## config.mk

```make
export PLATFORM = sky130hd
export DESIGN_NAME = spdif_frame_sync_and_biphase_decode
export DESIGN_NICKNAME = d
export VERILOG_FILES = /design/src/rtl/core/spdif_pkg.sv /design/src/rtl/core/spdif_frame_sync_and_biphase_decode.sv /design/src/rtl/core/spdif_frame_scan.sv /design/src/rtl/core/spdif_sync_ctrl.sv
export SDC_FILE = /design/constraint.sdc
export NUM_CORES = 1
export LEC_CHECK = 0
export ABC_AREA = 1
export BUFFER_PORTS_ARGS = -buffer_cell sky130_fd_sc_hd__buf_2
export CELL_PAD_IN_SITES_DETAIL_PLACEMENT = 1
export CELL_PAD_IN_SITES_GLOBAL_PLACEMENT = 2
export CORE_MARGIN = 2
export CORE_UTILIZATION = 35
export CTS_BUF_LIST = sky130_fd_sc_hd__clkbuf_2 sky130_fd_sc_hd__clkbuf_4 sky130_fd_sc_hd__clkbuf_8
export DETAILED_ROUTE_END_ITERATION = 10
export PLACE_DENSITY = 0.95
export SYNTH_ARGS = -nofsm -noshare
export SYNTH_HDL_FRONTEND = slang
export SYNTH_HIERARCHICAL = 1
export SYNTH_SLANG_ARGS = --single-unit
```

## constraint.sdc

```tcl
create_clock -name clock -period 10.6 [get_ports clock]
set_input_delay 1.06 -clock clock [delete_from_list [all_inputs] [get_ports clock]]
set_output_delay 1.06 -clock clock [all_outputs]
set_load 0.02 [all_outputs]
```

## src/rtl/core/spdif_pkg.sv

```systemverilog
// Package for the S/PDIF frame sync and biphase decoder.
// Holds preamble codes, stream positions, the sync state type and the
// structs passed between the scan, control and top-level modules.
package spdif_pkg;

   // Preamble byte codes as sampled at two samples per time slot.
   localparam logic [7:0] PRE_B = 8'hE8;
   localparam logic [7:0] PRE_M = 8'hE2;
   localparam logic [7:0] PRE_W = 8'hE4;

   // Stream geometry of one captured frame.
   localparam int FRAME_BITS  = 128;
   localparam int W_BYTE_POS  = 64;
   localparam int W_OFFSET    = 64;
   localparam int SEARCH_END  = 120;
   localparam int LEFT_START  = 24;
   localparam int RIGHT_START = 88;
   localparam int SAMPLE_BITS = 16;

   // Sync state; the status code 3 is never produced.
   typedef enum logic [1:0] {
      ST_UNSYNCED = 2'd0,
      ST_SYNCING  = 2'd1,
      ST_SYNCED   = 2'd2
   } sync_state_type;

   // Everything derived from one frame alone.
   typedef struct packed {
      logic                          aligned;
      logic                          found;
      logic [7:0]                    offset;
      logic signed [SAMPLE_BITS-1:0] left;
      logic signed [SAMPLE_BITS-1:0] right;
   } scan_type;

   // Control decisions for the item being processed.
   typedef struct packed {
      sync_state_type status;
      logic           offset_valid;
      logic           search_failed;
      logic           decode_en;
   } ctrl_type;

   // True for a B or M preamble in either polarity.
   function automatic logic is_bm(input logic [7:0] b);
      is_bm = (b == PRE_B) || (b == ~PRE_B) || (b == PRE_M) || (b == ~PRE_M);
   endfunction

   // True for a W preamble in either polarity.
   function automatic logic is_w(input logic [7:0] b);
      is_w = (b == PRE_W) || (b == ~PRE_W);
   endfunction

endpackage

```

## src/rtl/core/spdif_frame_sync_and_biphase_decode.sv

```systemverilog
// Top level of the S/PDIF frame sync and biphase-mark decoder.
// Instantiates spdif_frame_scan and spdif_sync_ctrl; depends on spdif_pkg.
//
//   Channel | Direction | Handshake         | Payload
//   --------+-----------+-------------------+------------------------------------
//   req     | in        | req_valid/stall   | frame_high, frame_low
//   rsp     | out       | rsp_valid/stall   | sync_status, offset_valid,
//           |           |                   | slip_offset, search_failed, samples
//
// Each item passes through the input register and then the result register;
// one item is taken every cycle while the result is not stalled.
// The sync state updates as an item moves into the result register.
// Reset clears the valid flags and puts the controller in unsynced.
// A stalled result holds; the input register keeps accepting until full.
module spdif_frame_sync_and_biphase_decode #(
   parameter int SEARCH_LIMIT = 72
) (
   input  logic               clock,
   input  logic               reset,
   input  logic               req_valid,
   output logic               req_stall,
   input  logic [63:0]        req_frame_high,
   input  logic [63:0]        req_frame_low,
   output logic               rsp_valid,
   input  logic               rsp_stall,
   output logic [1:0]         rsp_sync_status,
   output logic               rsp_offset_valid,
   output logic [7:0]         rsp_slip_offset,
   output logic               rsp_search_failed,
   output logic signed [15:0] rsp_left_sample,
   output logic signed [15:0] rsp_right_sample
);
   import spdif_pkg::*;

   logic        in_valid_ff;
   logic [63:0] in_high_ff;
   logic [63:0] in_low_ff;
   logic        out_valid_ff;
   logic        advance;
   logic        load_in;
   scan_type    scan;
   ctrl_type    ctrl;

   // Handshake: the item in the input register moves when the result slot frees.
   assign advance   = in_valid_ff && (!out_valid_ff || !rsp_stall);
   assign req_stall = in_valid_ff && !advance;
   assign load_in   = req_valid && !req_stall;

   // Input register.
   always_ff @(posedge clock) begin
      if (reset) begin
         in_valid_ff <= 1'b0;
      end else if (load_in) begin
         in_valid_ff <= 1'b1;
      end else if (advance) begin
         in_valid_ff <= 1'b0;
      end
   end

   always_ff @(posedge clock) begin
      if (load_in) begin
         in_high_ff <= req_frame_high;
         in_low_ff  <= req_frame_low;
      end
   end

   // Frame analysis and sync control.
   spdif_frame_scan #(
      .SEARCH_LIMIT(SEARCH_LIMIT)
   ) u_scan (
      .frame_high(in_high_ff),
      .frame_low (in_low_ff),
      .scan      (scan)
   );

   spdif_sync_ctrl u_ctrl (
      .clock  (clock),
      .reset  (reset),
      .advance(advance),
      .scan   (scan),
      .ctrl   (ctrl)
   );

   // Result register.
   always_ff @(posedge clock) begin
      if (reset) begin
         out_valid_ff <= 1'b0;
      end else if (advance) begin
         out_valid_ff <= 1'b1;
      end else if (!rsp_stall) begin
         out_valid_ff <= 1'b0;
      end
   end

   always_ff @(posedge clock) begin
      if (advance) begin
         rsp_sync_status   <= ctrl.status;
         rsp_offset_valid  <= ctrl.offset_valid;
         rsp_slip_offset   <= ctrl.offset_valid ? scan.offset : 8'd0;
         rsp_search_failed <= ctrl.search_failed;
         rsp_left_sample   <= ctrl.decode_en ? scan.left : '0;
         rsp_right_sample  <= ctrl.decode_en ? scan.right : '0;
      end
   end

   assign rsp_valid = out_valid_ff;

endmodule

```

## src/rtl/core/spdif_frame_scan.sv

```systemverilog
// Combinational frame analysis: alignment test, preamble search and
// biphase-mark decode of both subframes. Depends on spdif_pkg.
module spdif_frame_scan #(
   parameter int SEARCH_LIMIT = 72
) (
   input  logic [63:0]        frame_high,
   input  logic [63:0]        frame_low,
   output spdif_pkg::scan_type scan
);
   import spdif_pkg::*;

   // Last searched position; the window never reads past stream bit 127.
   localparam int LAST_POS = (SEARCH_LIMIT - 1 < SEARCH_END) ? SEARCH_LIMIT - 1 : SEARCH_END;

   logic                          aligned;
   logic                          found;
   logic [7:0]                    offset;
   logic signed [SAMPLE_BITS-1:0] left;
   logic signed [SAMPLE_BITS-1:0] right;

   // Stream bit p sits at vector bit FRAME_BITS-1-p.
   logic [FRAME_BITS-1:0] stream;
   assign stream = {frame_high, frame_low};

   // Alignment: B/M preamble at byte 0 and W preamble at byte 8.
   logic [7:0] byte0;
   logic [7:0] byte8;
   assign byte0   = stream[FRAME_BITS-1 -: 8];
   assign byte8   = stream[FRAME_BITS-1-W_BYTE_POS -: 8];
   assign aligned = is_bm(byte0) && is_w(byte8);

   // Parallel comparators over the window; the lowest hit position wins.
   always_comb begin
      logic [7:0] b;
      found  = 1'b0;
      offset = '0;
      for (int i = LAST_POS; i >= 1; i--) begin
         b = stream[FRAME_BITS-1-i -: 8];
         if (is_bm(b)) begin
            found  = 1'b1;
            offset = 8'(i);
         end else if (is_w(b)) begin
            found  = 1'b1;
            offset = 8'(i + W_OFFSET);
         end
      end
   end

   // Biphase mark: each bit is the XOR of its slot's two halves, LSB first.
   always_comb begin
      for (int s = 0; s < SAMPLE_BITS; s++) begin
         left[s]  = stream[FRAME_BITS-1-LEFT_START-2*s]
                  ^ stream[FRAME_BITS-2-LEFT_START-2*s];
         right[s] = stream[FRAME_BITS-1-RIGHT_START-2*s]
                  ^ stream[FRAME_BITS-2-RIGHT_START-2*s];
      end
   end

   // Collect the per-frame results.
   assign scan = '{aligned: aligned, found: found, offset: offset,
                   left: left, right: right};

endmodule

```

## src/rtl/core/spdif_sync_ctrl.sv

```systemverilog
// Three-state sync controller: unsynced, syncing and synced.
// Advances once per processed item. Depends on spdif_pkg.
module spdif_sync_ctrl (
   input  logic                clock,
   input  logic                reset,
   input  logic                advance,
   input  spdif_pkg::scan_type scan,
   output spdif_pkg::ctrl_type ctrl
);
   import spdif_pkg::*;

   sync_state_type state_ff;
   sync_state_type state_in;
   sync_state_type eff_state;

   // An aligned frame forces synced; a lost alignment drops synced.
   always_comb begin
      if (scan.aligned) begin
         eff_state = ST_SYNCED;
      end else if (state_ff == ST_SYNCED) begin
         eff_state = ST_UNSYNCED;
      end else begin
         eff_state = state_ff;
      end
   end

   // Next state.
   always_comb begin
      unique case (eff_state)
         ST_UNSYNCED: state_in = scan.found ? ST_SYNCING : ST_UNSYNCED;
         ST_SYNCING:  state_in = ST_UNSYNCED;
         ST_SYNCED:   state_in = ST_SYNCED;
         default:     state_in = scan.found ? ST_SYNCING : ST_UNSYNCED;
      endcase
   end

   // Outputs for the current item.
   always_comb begin
      ctrl.status        = state_in;
      ctrl.offset_valid  = 1'b0;
      ctrl.search_failed = 1'b0;
      ctrl.decode_en     = 1'b0;
      unique case (eff_state)
         ST_UNSYNCED: begin
            ctrl.offset_valid  = scan.found;
            ctrl.search_failed = !scan.found;
         end
         ST_SYNCING: begin
         end
         ST_SYNCED: begin
            ctrl.decode_en = 1'b1;
         end
         default: begin
            ctrl.offset_valid  = scan.found;
            ctrl.search_failed = !scan.found;
         end
      endcase
   end

   // State register.
   always_ff @(posedge clock) begin
      if (reset) begin
         state_ff <= ST_UNSYNCED;
      end else if (advance) begin
         state_ff <= state_in;
      end
   end

endmodule

```

Word-level counts from Yosys, hierarchy flattened
Index checks and enable logic that the tools add are counted.
- mux-type cells: 294
- equality and inequality tests: 434
- bitwise operators: 33
- reduce and logical (&&, ||, !) cells: 306
- operators with widths (kind ; number):
    $eq 8x5->1 const B ; 215
    $eq 8x8->1 const B ; 215
    $mux 7 ; 126
    $logic_or 1x1->1 ; 288
    $mux 1 ; 149
    $reduce_or 128->1 ; 1
    $mux 8 ; 15
    $reduce_or 63->1 ; 1
    $xor 1x1->1 ; 32
    $reduce_or 31->1 ; 1
    $reduce_or 15->1 ; 1
    $reduce_or 7->1 ; 1
    $mux 2 ; 3
    $logic_not 1->1 ; 5
    $eq 2x2->1 const B ; 2
    $logic_and 1x1->1 ; 4
    $pmux 2 s2 ; 1
    $reduce_or 2->1 ; 2
    $reduce_or 3->1 ; 1
    $eq 2x1->1 const B ; 1
    $ne 2x1->1 const B ; 1
    $reduce_bool 2->1 ; 1
    $not 1->1 ; 1
- input bits: 132
- register bits: 176
- logic and storage cells: 1085
- output and inout bits: 46

Depth between registers and ports, before layout
Gate-level depths: netlist of run 1.
- depth after elaboration: 149
- depth in mapped cells: 79
- mapped depth without buffers: 78

Hierarchy
The synthesis of run 1 kept the hierarchy.
- by module, submodules not included (module ; cells each ; sequential area each (sq um) ; area each (sq um) ; times used):
    spdif_frame_scan ; 1792 ; 0.0 ; 8381.8 ; 1
    spdif_frame_sync_and_biphase_decode ; 268 ; 5205.0 ; 5586.6 ; 1
    spdif_sync_ctrl ; 21 ; 40.0 ; 135.1 ; 1

Least setup slack after synthesis of run 1
OpenSTA, ideal clock, no wires.
- kind: flip-flop to flip-flop
- from: register in_low_ff[55]
- to: register rsp_slip_offset[0], data pin
- cell stages (with the launch flop): 78
- setup slack: 6.308 ns
- data required time: 10.351 ns
- period minus slack after synthesis: 4.292 ns
- data arrival time: 4.042 ns
- buffers on the path: 1
- setup time: 0.249 ns
- cells stage by stage: edfxtp_1 -> buf_6 -> inv_2 -> nand2_1 -> o22ai_1 -> nand2_1 -> nand2_1 -> inv_2 -> nand2_1 -> nand2_1 -> nand2_1 -> nand2_1 -> nand2_1 -> nand2_1 -> nand2_1 -> nand2_1 -> nand2_1 -> nand2_1 -> (+42 left out) -> nand2_1 -> nand2_1 -> nand2_1 -> nand2_1 -> nand2_1 -> nand2_1 -> nand2_1 -> nand2_1 -> nand2_1 -> nand2_1 -> nand2_1 -> nand2_1 -> nand2_1 -> nand2_1 -> nand2_1 -> nand2_1 -> nand2_1 -> inv_1
- RTL lines (element ; RTL line ; source):
    start, declared ; spdif_frame_sync_and_biphase_decode.sv:37 ; logic [63:0] in_low_ff;
    start signal, assigned ; spdif_frame_sync_and_biphase_decode.sv:63 ; in_low_ff <= req_frame_low;
    end signal, assigned ; spdif_frame_sync_and_biphase_decode.sv:99 ; rsp_slip_offset <= ctrl.offset_valid ? scan.offset : 8'd0;
    end, declared ; spdif_frame_sync_and_biphase_decode.sv:28 ; output logic [7:0] rsp_slip_offset,

Worst setup path in the final report of run 1
- from: register in_low_ff[60]
- to: register rsp_slip_offset[6], data pin
- longest elaborated chain between the ends: 140
- elaborated cells between the ends (all ways): 355
- classes of those cells: eq/ne (50); mux (269); bitwise (1); reduce/logical (35)
- RTL lines (element ; RTL line ; source):
    $eq 8x8->1 / $eq 8x5->1 (equally long branches) ; spdif_pkg.sv:46 ; is_bm = (b == PRE_B) || (b == ~PRE_B) || (b == PRE_M) || (b == ~PRE_M);
    $logic_or 1x1->1 (3 in series) ; spdif_pkg.sv:46 ;
    $mux 1 ; spdif_frame_scan.sv:39 ; if (is_bm(b)) begin
    $mux 1 ; spdif_frame_scan.sv:42 ; end else if (is_w(b)) begin
    $mux 1 ; spdif_frame_scan.sv:39 ;
    $mux 1 ; spdif_frame_scan.sv:42 ;
    $mux 1 ; spdif_frame_scan.sv:39 ;
    $mux 1 ; spdif_frame_scan.sv:42 ;
    (+122 left out) ; n/a ;
    $mux 1 ; spdif_frame_scan.sv:39 ;
    $mux 1 ; spdif_frame_scan.sv:42 ;
    $mux 1 ; spdif_frame_scan.sv:39 ;
    $mux 1 ; spdif_frame_scan.sv:42 ;
    $mux 1 ; spdif_frame_scan.sv:39 ;
    $mux 2 ; n/a ;
    $not 1->1 (no source line) ; n/a ;
    $reduce_or 2->1 (no source line) ; n/a ;
Parallel ways exist; a longest one is shown, timed or not.
A chain may end at the register's enable or synchronous reset.

==> summary.txt, run 1 <==
Global routing
  • Vias in the first global route: 14800
  • Largest net degree at the start of global routing: 73
  • Gr usage total: 22.8%
  • First-pass GRT wire length: 74100 um
  • Initial antenna violation count: 1
  • Grt ovf: 0

Floorplan
  • Core area: 38500 um2
  • Die Y: 201 um
  • Die area: 40400 um2
  • DIE WIDTH: 201 um
  • Initial Util: 35.3%
  • Site row count: 72
  • Total I/O pin count: 178

Clock tree
  • H-Tree Depth: 4
  • # hold bufs at CTS: 0
  • Number of clock sinks: 159
  • Num CTS Buffers: 17
  • Post-CTS setup buffers: 0
  • Worst-path clk slew: 0.12 ns
  • CTS tree: done
  • Post-cts sizing count: 0
  • CTS Buffer Depth: 2
  • Clock root buffer master: clkbuf_8
  • Worst-Skew Late Latency: 0.58 ns

Placed design
  • Pre-CTS WS: 5.33 ns
  • IO Port Bufs: 160
  • Placer Congestion: 0.885
  • Post-DP HPWL: 36900 um

Layout
  • P&R area growth vs syn: 12.8%
  • Fillers: 5108
  • Fraction of layout cells with a size suffix above 1: 9.80%
  • Final Net Count: 2418
  • # diodes: 0

Worst setup path
  • WP data arrival: 5.73 ns
  • Worst Setup EP: rsp_slip_offset[6]$_SDFFCE_PN0P_
  • CP top delay family: simple AND/OR/NAND/NOR gates
  • Crit path depth: 61
  • RR Endpoint: rsp_slip_offset[6]$_SDFFCE_PN0P_
  • Max incr delay on CP: 0.53 ns
  • CP Launch Type: flop
  • R2R depth: 61
  • Reg2reg setup slack: 5.31 ns
  • Worst path slowest cell: edfxtp_1
  • Bufs and invs on worst path: 4
  • Crit-path most repeated cell: nand2_1
  • Worst Setup End Kind: flop
  • Crit path launch: in_low_ff[60]$_DFFE_PP_
  • CP Max Fanout: 8
  • WP data required: 11.04 ns
  • Kind of critical path: flop to flop
  • Reg2reg start: in_low_ff[60]$_DFFE_PP_

Timing
  • Tmin final: 5.29 ns
  • Final Cycle Share: 49.9%
  • Hold Fails Final Rpt: 0
  • Clock skew: 0.0422 ns
  • Worst setup margin: 5.31 ns
  • RSZ-0062 raised after global routing: no
  • Final setup violation count: 0
  • Final Max Slew Viols: 0
  • Worst slew margin: 36.4%
  • Worst Tran Pin Value: 0.954 ns
  • Setup TNS Final: 0 ns
  • Fmax: 189 MHz

Logic synthesis
  • Yosys warnings: 6
  • Cell count after synthesis: 2064
  • Syn nets: 2261
  • Synthesized area: 13600 um2
  • Mapped Avg Cell Area: 6.59 um2

Detailed routing
  • Avg WL per Cell: 16.5 um
  • Via count of the routed design: 14100
  • Drt total wl: 45300 um
  • DRT Pass-1 Iters: 5
  • Drt via density: 5.12
  • DRC: 0
  • 1st-iter DRT viols: 783
  • Post-route ant nets: 0

Outcome
  • Status: finished, final reports clean

Power
  • Static leakage power: 0.00783 uW
  • Power density over the cells: 106 nW/um2
  • Worst vdd ir: 0.117 mV

Run
  • Max_cap viols: 0

Worst hold path
  • Hold/Removal Path Class: flop to flop
-- worst min path at each step --
stage,from,end,cells after the start
2_1_floorplan,in_valid_ff$_SDFFE_PP0P_,rsp_valid$_SDFFE_PP0P_,2
3_3_place_gp,rsp_valid$_SDFFE_PP0P_,rsp_valid$_SDFFE_PP0P_,2
3_5_place_dp,u_ctrl/state_ff[1]$_SDFFE_PP0P_,u_ctrl/state_ff[1]$_SDFFE_PP0P_,2
4_1_cts,rsp_valid$_SDFFE_PP0P_,rsp_valid$_SDFFE_PP0P_,2
5_1_grt,rsp_valid$_SDFFE_PP0P_,rsp_valid$_SDFFE_PP0P_,2
6_report,rsp_valid$_SDFFE_PP0P_,rsp_valid$_SDFFE_PP0P_,2
-- layout by cell type, fill, tap and decap left out, drive strengths merged, types with 4 or more instances in the layout --
cell type  instances
nor3              40
edfxtp           155
xor2              16
a21oi             21
nand3             85
dfxtp              4
nand4             41
nand2            488
a31oi             10
a32oi             13
a22o               6
o22ai             60
a32o              27
clkbuf            17
inv              371
a211oi             4
buf              162
nor2             533
and3               4
o21ai             67
ha                65
nor4              16
clkinv             5
-- routing by layer --
layer | wire length (um) | track usage [%]
met4 | 1280 | 8.94
met3 | 1950 | 4.63
met2 | 21400 | 38.4
met1 | 20700 | 28.5
met5 | 17 | 0
-- worst reg2reg max path: cells and delay by family, from the launching register on --
| family | cells | cell delay [ns] |
|---|---|---|
| simple gates | 49 | 2.94 |
| compound gates | 8 | 1.30 |
| buf+inv | 4 | 0.35 |
| flops | 1 | 0.53 |
-- flip-flops by register name, indices dropped and copies added (netlist names) --
name / flops
rsp_right_sample: 16
rsp_left_sample: 16
rsp_slip_offset: 8
in_valid_ff: 1
in_low_ff: 47
rsp_offset_valid: 1
u_ctrl/state_ff: 2
rsp_valid: 1
rsp_search_failed: 1
rsp_sync_status: 2
in_high_ff: 64
-- per-stage QoR --
stage | std cells | total power [uW] | area [um2] | utilization [%] | hold WS, ns
global placement | 2720 | 1130 | 14900 | 38.8 | 0.499
detailed placement | 2720 | 1140 | 14900 | 38.8 | 0.520
global route | 2752 | 1730 | 15300 | 39.9 | 0.570
CTS | 2752 | 1660 | 15300 | 39.9 | 0.541
floorplan | 2064 | 1020 | 13600 | - | 0.445
finish | 2752 | 1630 | 15300 | 39.9 | 0.542
-- final cells by class --
type / instances / area, um2 / area share [%]
clock inverters: 15 / 194 / 1.26
well taps: 518 / 648 / 4.23
flip-flops and latches: 159 / 4730 / 30.9
repair buffers: 162 / 816 / 5.32
multi-input cells: 1516 / 7340 / 47.9
inverters: 365 / 1370 / 8.95
clock buffers: 17 / 234 / 1.53
-- power breakdown --
part           internal, uW  switching, uW
sequential              733           40.7
clock                   202            301
combinational           115            242
(Power assumes the default switching activity.)
==> inputs of run 2 (changes only) <==
- CORE_UTILIZATION: 35 -> 34
- clock period: 10.6 -> 4.95 ns (I/O delays scaled with it)
==> summary.txt, run 2 (synthesized netlist as in run 1, its figures left out) <==
Worst setup path
  • Worst Setup End Kind: flop
  • CP top delay family: simple AND/OR/NAND/NOR gates
  • WP data arrival: 5.40 ns
  • WP data required: 5.27 ns
  • CP Launch Type: flop
  • Bufs and invs on worst path: 2
  • Kind of critical path: flop to flop
  • Crit-path most repeated cell: nand2_1
  • Worst path slowest cell: edfxtp_1
  • CP Max Fanout: 7
  • Max incr delay on CP: 0.55 ns

Detailed routing
  • DRC: 0
  • Drt total wl: 46400 um
  • 1st-iter DRT viols: 657
  • Drt via density: 5.05
  • Via count of the routed design: 14400
  • Post-route ant nets: 0
  • Avg WL per Cell: 16.3 um
  • DRT Pass-1 Iters: 5

Floorplan
  • Site row count: 73
  • Initial Util: 34.3%
  • Die Y: 204 um
  • Total I/O pin count: 178
  • Core area: 39600 um2
  • DIE WIDTH: 204 um
  • Die area: 41600 um2

Run
  • Max_cap viols: 0

Layout
  • Fraction of layout cells with a size suffix above 1: 15.0%
  • Largest register FFs: 64
  • Final Net Count: 2508
  • Post-route cell area: 16200 um2
  • Final Util: 40.9%
  • Most common cell after layout, fill and taps aside: nor2_1
  • P&R area growth vs syn: 19.1%
  • Top flop regs: in_high_ff: 64 flops, in_low_ff: 47 flops
  • Most frequent cells in the layout: 514 x nor2_1, 468 x nand2_1, 349 x inv_1
  • Post-Layout Cell Count: 2849
  • Biggest register: in_high_ff
  • # diodes: 0

Clock tree
  • # hold bufs at CTS: 0
  • Worst-Skew Late Latency: 0.56 ns
  • Number of clock sinks: 159
  • CTS tree: done
  • Num CTS Buffers: 17
  • Worst-path clk slew: 0.12 ns
  • Clock root buffer master: clkbuf_8
  • CTS Buffer Depth: 2
  • H-Tree Depth: 4

Placed design
  • IO Port Bufs: 160
  • Post-DP HPWL: 37400 um
  • Dpl cells: 2792
  • Placer Congestion: 0.925
  • Area post-placement: 15400 um2

Global routing
  • Vias in the first global route: 15000
  • First-pass GRT wire length: 75100 um
  • Largest net degree at the start of global routing: 54
  • Grt ovf: 0
  • Gr usage total: 22.5%
  • Initial antenna violation count: 0

Worst hold path
  • Hold/Removal Path Class: input pin to flop

Power
  • Static leakage power: 0.00830 uW
  • Worst vdd ir: 0.252 mV
  • Tot Pwr: 3580 uW
  • Power density over the cells: 221 nW/um2

Timing
  • Tmin final: 5.08 ns
  • Final setup violation count: 2
  • Clock skew: 0.0337 ns
  • Final Max Slew Viols: 0
  • Worst slew margin: 35.9%
  • RSZ-0062 raised after global routing: yes
  • Final Cycle Share: 103%
  • Worst Tran Pin Value: 0.962 ns
  • Worst setup margin: -0.132 ns
  • Fmax: 197 MHz
  • Setup TNS Final: -0.139 ns
  • Hold Fails Final Rpt: 0

Outcome
  • Failing checks: negative setup slack
  • Status: finished, violations left
run 2: stage by stage:
step           hold WS, ns  worst slack [ns]
2_1_floorplan        0.445             0.658
3_3_place_gp         0.498           -0.0420
3_5_place_dp         0.533            -0.142
4_1_cts             0.0258           -0.0891
5_1_grt             0.0557            -0.927
6_report             0.105            -0.132
run 2: cell type report:
cell class / count / area (um2)
flip-flops and latches: 159 / 4730
clock inverters: 14 / 194
fillers: 5196 / 23400
multi-input cells: 1516 / 7490
clock buffers: 18 / 241
well taps: 525 / 657
inverters: 365 / 1380
repair buffers: 252 / 1510
run 2: where the power goes:
group / internal [uW] / switching (uW) / total [uW]
clock network: 482 / 605 / 1090
registers: 1570 / 81.1 / 1650
logic: 293 / 545 / 837
run 2: worst paths after layout:
kind | start | end | slack (ns) | cells after the start
setup reg to reg | in_low_ff[59]$_DFFE_PP_ | rsp_slip_offset[0]$_SDFFCE_PN0P_ | -0.13 | 72
hold reg to reg | rsp_valid$_SDFFE_PP0P_ | rsp_valid$_SDFFE_PP0P_ | 0.55 | 2
setup / recovery | in_low_ff[59]$_DFFE_PP_ | rsp_slip_offset[0]$_SDFFCE_PN0P_ | -0.13 | 72
hold / removal | req_frame_high[12] | in_high_ff[12]$_DFFE_PP_ | 0.10 | 1
run 2: routing by layer:
metal / GRT usage (%) / vias to the layer above / wire [um]
li1: - / 7187 / -
met4: 6.65 / 0 / 913
met1: 28.1 / 6900 / 21100
met5: 0 / - / 0
met2: 39.4 / 259 / 22500
met3: 4.26 / 52 / 1810
run 2: timing repair:
action,in CTS,in global routing
setup buffers,14,11
pin swaps,5,8
endpoints found under the setup margin,2,3
gates resized for setup,24,28
==> inputs of run 3 (changes only) <==
- CORE_UTILIZATION: 34 -> 35
- clock period: 4.95 -> 6.5 ns (I/O delays scaled with it)
==> summary.txt, run 3 (synthesized netlist as in run 1, its figures left out) <==
Outcome
  • Status: finished, final reports clean

Placed design
  • IO Port Bufs: 160
  • Area post-placement: 14900 um2
  • Post-DP HPWL: 36700 um
  • Pre-CTS WS: 1.30 ns
  • Placer Congestion: 0.888
  • Dpl cells: 2720

Worst setup path
  • Reg2reg start: in_low_ff[56]$_DFFE_PP_
  • Worst path slowest cell: edfxtp_1
  • Reg2reg setup slack: 1.30 ns
  • Max incr delay on CP: 0.55 ns
  • WP data required: 6.81 ns
  • Kind of critical path: flop to flop
  • RR Endpoint: rsp_slip_offset[0]$_SDFFCE_PN0P_
  • CP Launch Type: flop
  • Crit-path most repeated cell: nand2_1
  • Crit path launch: in_low_ff[56]$_DFFE_PP_
  • Worst Setup End Kind: flop
  • WP data arrival: 5.52 ns
  • CP Max Fanout: 9
  • R2R depth: 76

Power
  • Worst vdd ir: 0.177 mV
  • Tot Pwr: 2600 uW
  • Net Sw Frac: 35.6%
  • Static leakage power: 0.00782 uW
  • Sequential power share: 48.5%
  • Switching power: 924 uW
  • Int Power: 1670 uW
  • Power share of the clock group: 29.1%
  • Power density over the cells: 170 nW/um2
  • Power share of the combinational group: 22.3%

Floorplan
  • Die Y: 201 um
  • Die area: 40400 um2
  • DIE WIDTH: 201 um
  • Initial Util: 35.3%
  • Total I/O pin count: 178
  • Site row count: 72
  • Core area: 38500 um2

Timing
  • Final setup violation count: 0
  • Final Max Slew Viols: 0
  • Worst setup margin: 1.30 ns
  • Fmax: 192 MHz
  • Setup TNS Final: 0 ns
  • Final Cycle Share: 80.0%
  • Worst slew margin: 37.0%
  • Hold Fails Final Rpt: 0
  • Tmin final: 5.20 ns
  • Clock skew: 0.0278 ns
  • RSZ-0062 raised after global routing: no
  • Worst Tran Pin Value: 0.945 ns

Global routing
  • First-pass GRT wire length: 73500 um
  • Gr usage total: 22.5%
  • Largest net degree at the start of global routing: 66
  • Initial antenna violation count: 0
  • Vias in the first global route: 14600
  • Grt ovf: 0

Run
  • Max_cap viols: 0

Worst hold path
  • Min-Delay Path Depth: 1
  • Worst Min Path Start: req_frame_high[33]
  • Hold Crit Endpoint: in_high_ff[33]$_DFFE_PP_
  • Hold/Removal Path Class: input pin to flop

Layout
  • Post-route cell area: 15300 um2
  • P&R area growth vs syn: 12.5%
  • # diodes: 0
  • Fraction of layout cells with a size suffix above 1: 9.80%
  • Final Net Count: 2418
  • Most frequent cells in the layout: 528 x nor2_1, 485 x nand2_1, 350 x inv_1
  • Biggest register: in_high_ff
  • Fillers: 5135
  • Post-Layout Cell Count: 2752
  • Largest register FFs: 64
  • Most common cell after layout, fill and taps aside: nor2_1
  • Top flop regs: in_high_ff: 64 flops, in_low_ff: 47 flops

Clock tree
  • H-Tree Depth: 4
  • CTS Buffer Depth: 2
  • Post-cts sizing count: 0
  • # hold bufs at CTS: 0
  • Worst-Skew Late Latency: 0.57 ns
  • Worst-path clk slew: 0.12 ns
  • Post-CTS setup buffers: 0
  • Num CTS Buffers: 17
  • Number of clock sinks: 159
  • CTS tree: done
  • Clock root buffer master: clkbuf_8

Detailed routing
  • 1st-iter DRT viols: 716
  • Avg WL per Cell: 16.3 um
  • Drt via density: 5.06
  • Drt total wl: 44800 um
  • Via count of the routed design: 13900
  • DRT Pass-1 Iters: 5
  • DRC: 0
  • Post-route ant nets: 0
-- run 3: changes by cell type in the layout (fill, tap and decap cells not counted), moves of 3 or more --
cell | previous run | this run
nand2_1 | 468 | 485
o21ai_2 | 4 | 0
o21ai_1 | 5 | 9
buf_6 | 5 | 0
nor2_4 | 3 | 0
nand2_2 | 18 | 3
buf_4 | 86 | 2
nor2_2 | 16 | 5
inv_8 | 3 | 6
nor2_1 | 514 | 528
-- run 3: layout make-up --
cell class | count | area, um2 | share of cell area (%)
Multi-Input combinational cell | 1516 | 7340 | 48.0
Sequential cell | 159 | 4730 | 31.0
Inverter | 365 | 1370 | 8.97
Timing Repair Buffer | 162 | 816 | 5.33
Tap cell | 518 | 648 | 4.24
Clock buffer | 18 | 241 | 1.58
Clock inverter | 14 | 144 | 0.941
-- run 3: power groups by stage --
stage / clock [uW] / sequential (uW) / combinational [uW]
after floorplan: 0 / 1280 / 392
after global placement: 0 / 1280 / 561
after detailed placement: 0 / 1280 / 578
after CTS: 799 / 1260 / 582
after global routing: 821 / 1270 / 660
final: 756 / 1260 / 580
-- run 3: worst max-delay path: cells and delay by family (launching register included) --
kind	cells	cell delay [ns]
compound gates	1	0.11
buf+inv	3	0.30
flops	1	0.55
simple gates	72	3.99
-- run 3: metal layers --
layer  global-route usage, %  up-vias  part of all wire (%)
met5                       0        -                     0
met4                    8.12        0                   2.4
met3                    4.11       59                   4.2
met2                    38.3      285                    47
met1                    28.5     6580                    46
li1                        -     7007                     -
-- run 3: worst max path at each step --
stage                                  endpoint  cells after the start
6_report       rsp_slip_offset[0]$_SDFFCE_PN0P_                     76
4_1_cts        rsp_slip_offset[0]$_SDFFCE_PN0P_                     73
2_1_floorplan  rsp_slip_offset[0]$_SDFFCE_PN0P_                     77
3_3_place_gp   rsp_slip_offset[0]$_SDFFCE_PN0P_                     76
5_1_grt        rsp_slip_offset[0]$_SDFFCE_PN0P_                     73
3_5_place_dp   rsp_slip_offset[0]$_SDFFCE_PN0P_                     73
-- run 3: through the flow --
stage / hold slack (ns) / util [%]
2_1_floorplan: 0.445 / -
3_3_place_gp: 0.501 / 38.8
3_5_place_dp: 0.520 / 38.8
4_1_cts: 0.174 / 39.8
5_1_grt: 0.210 / 39.8
6_report: 0.252 / 39.8
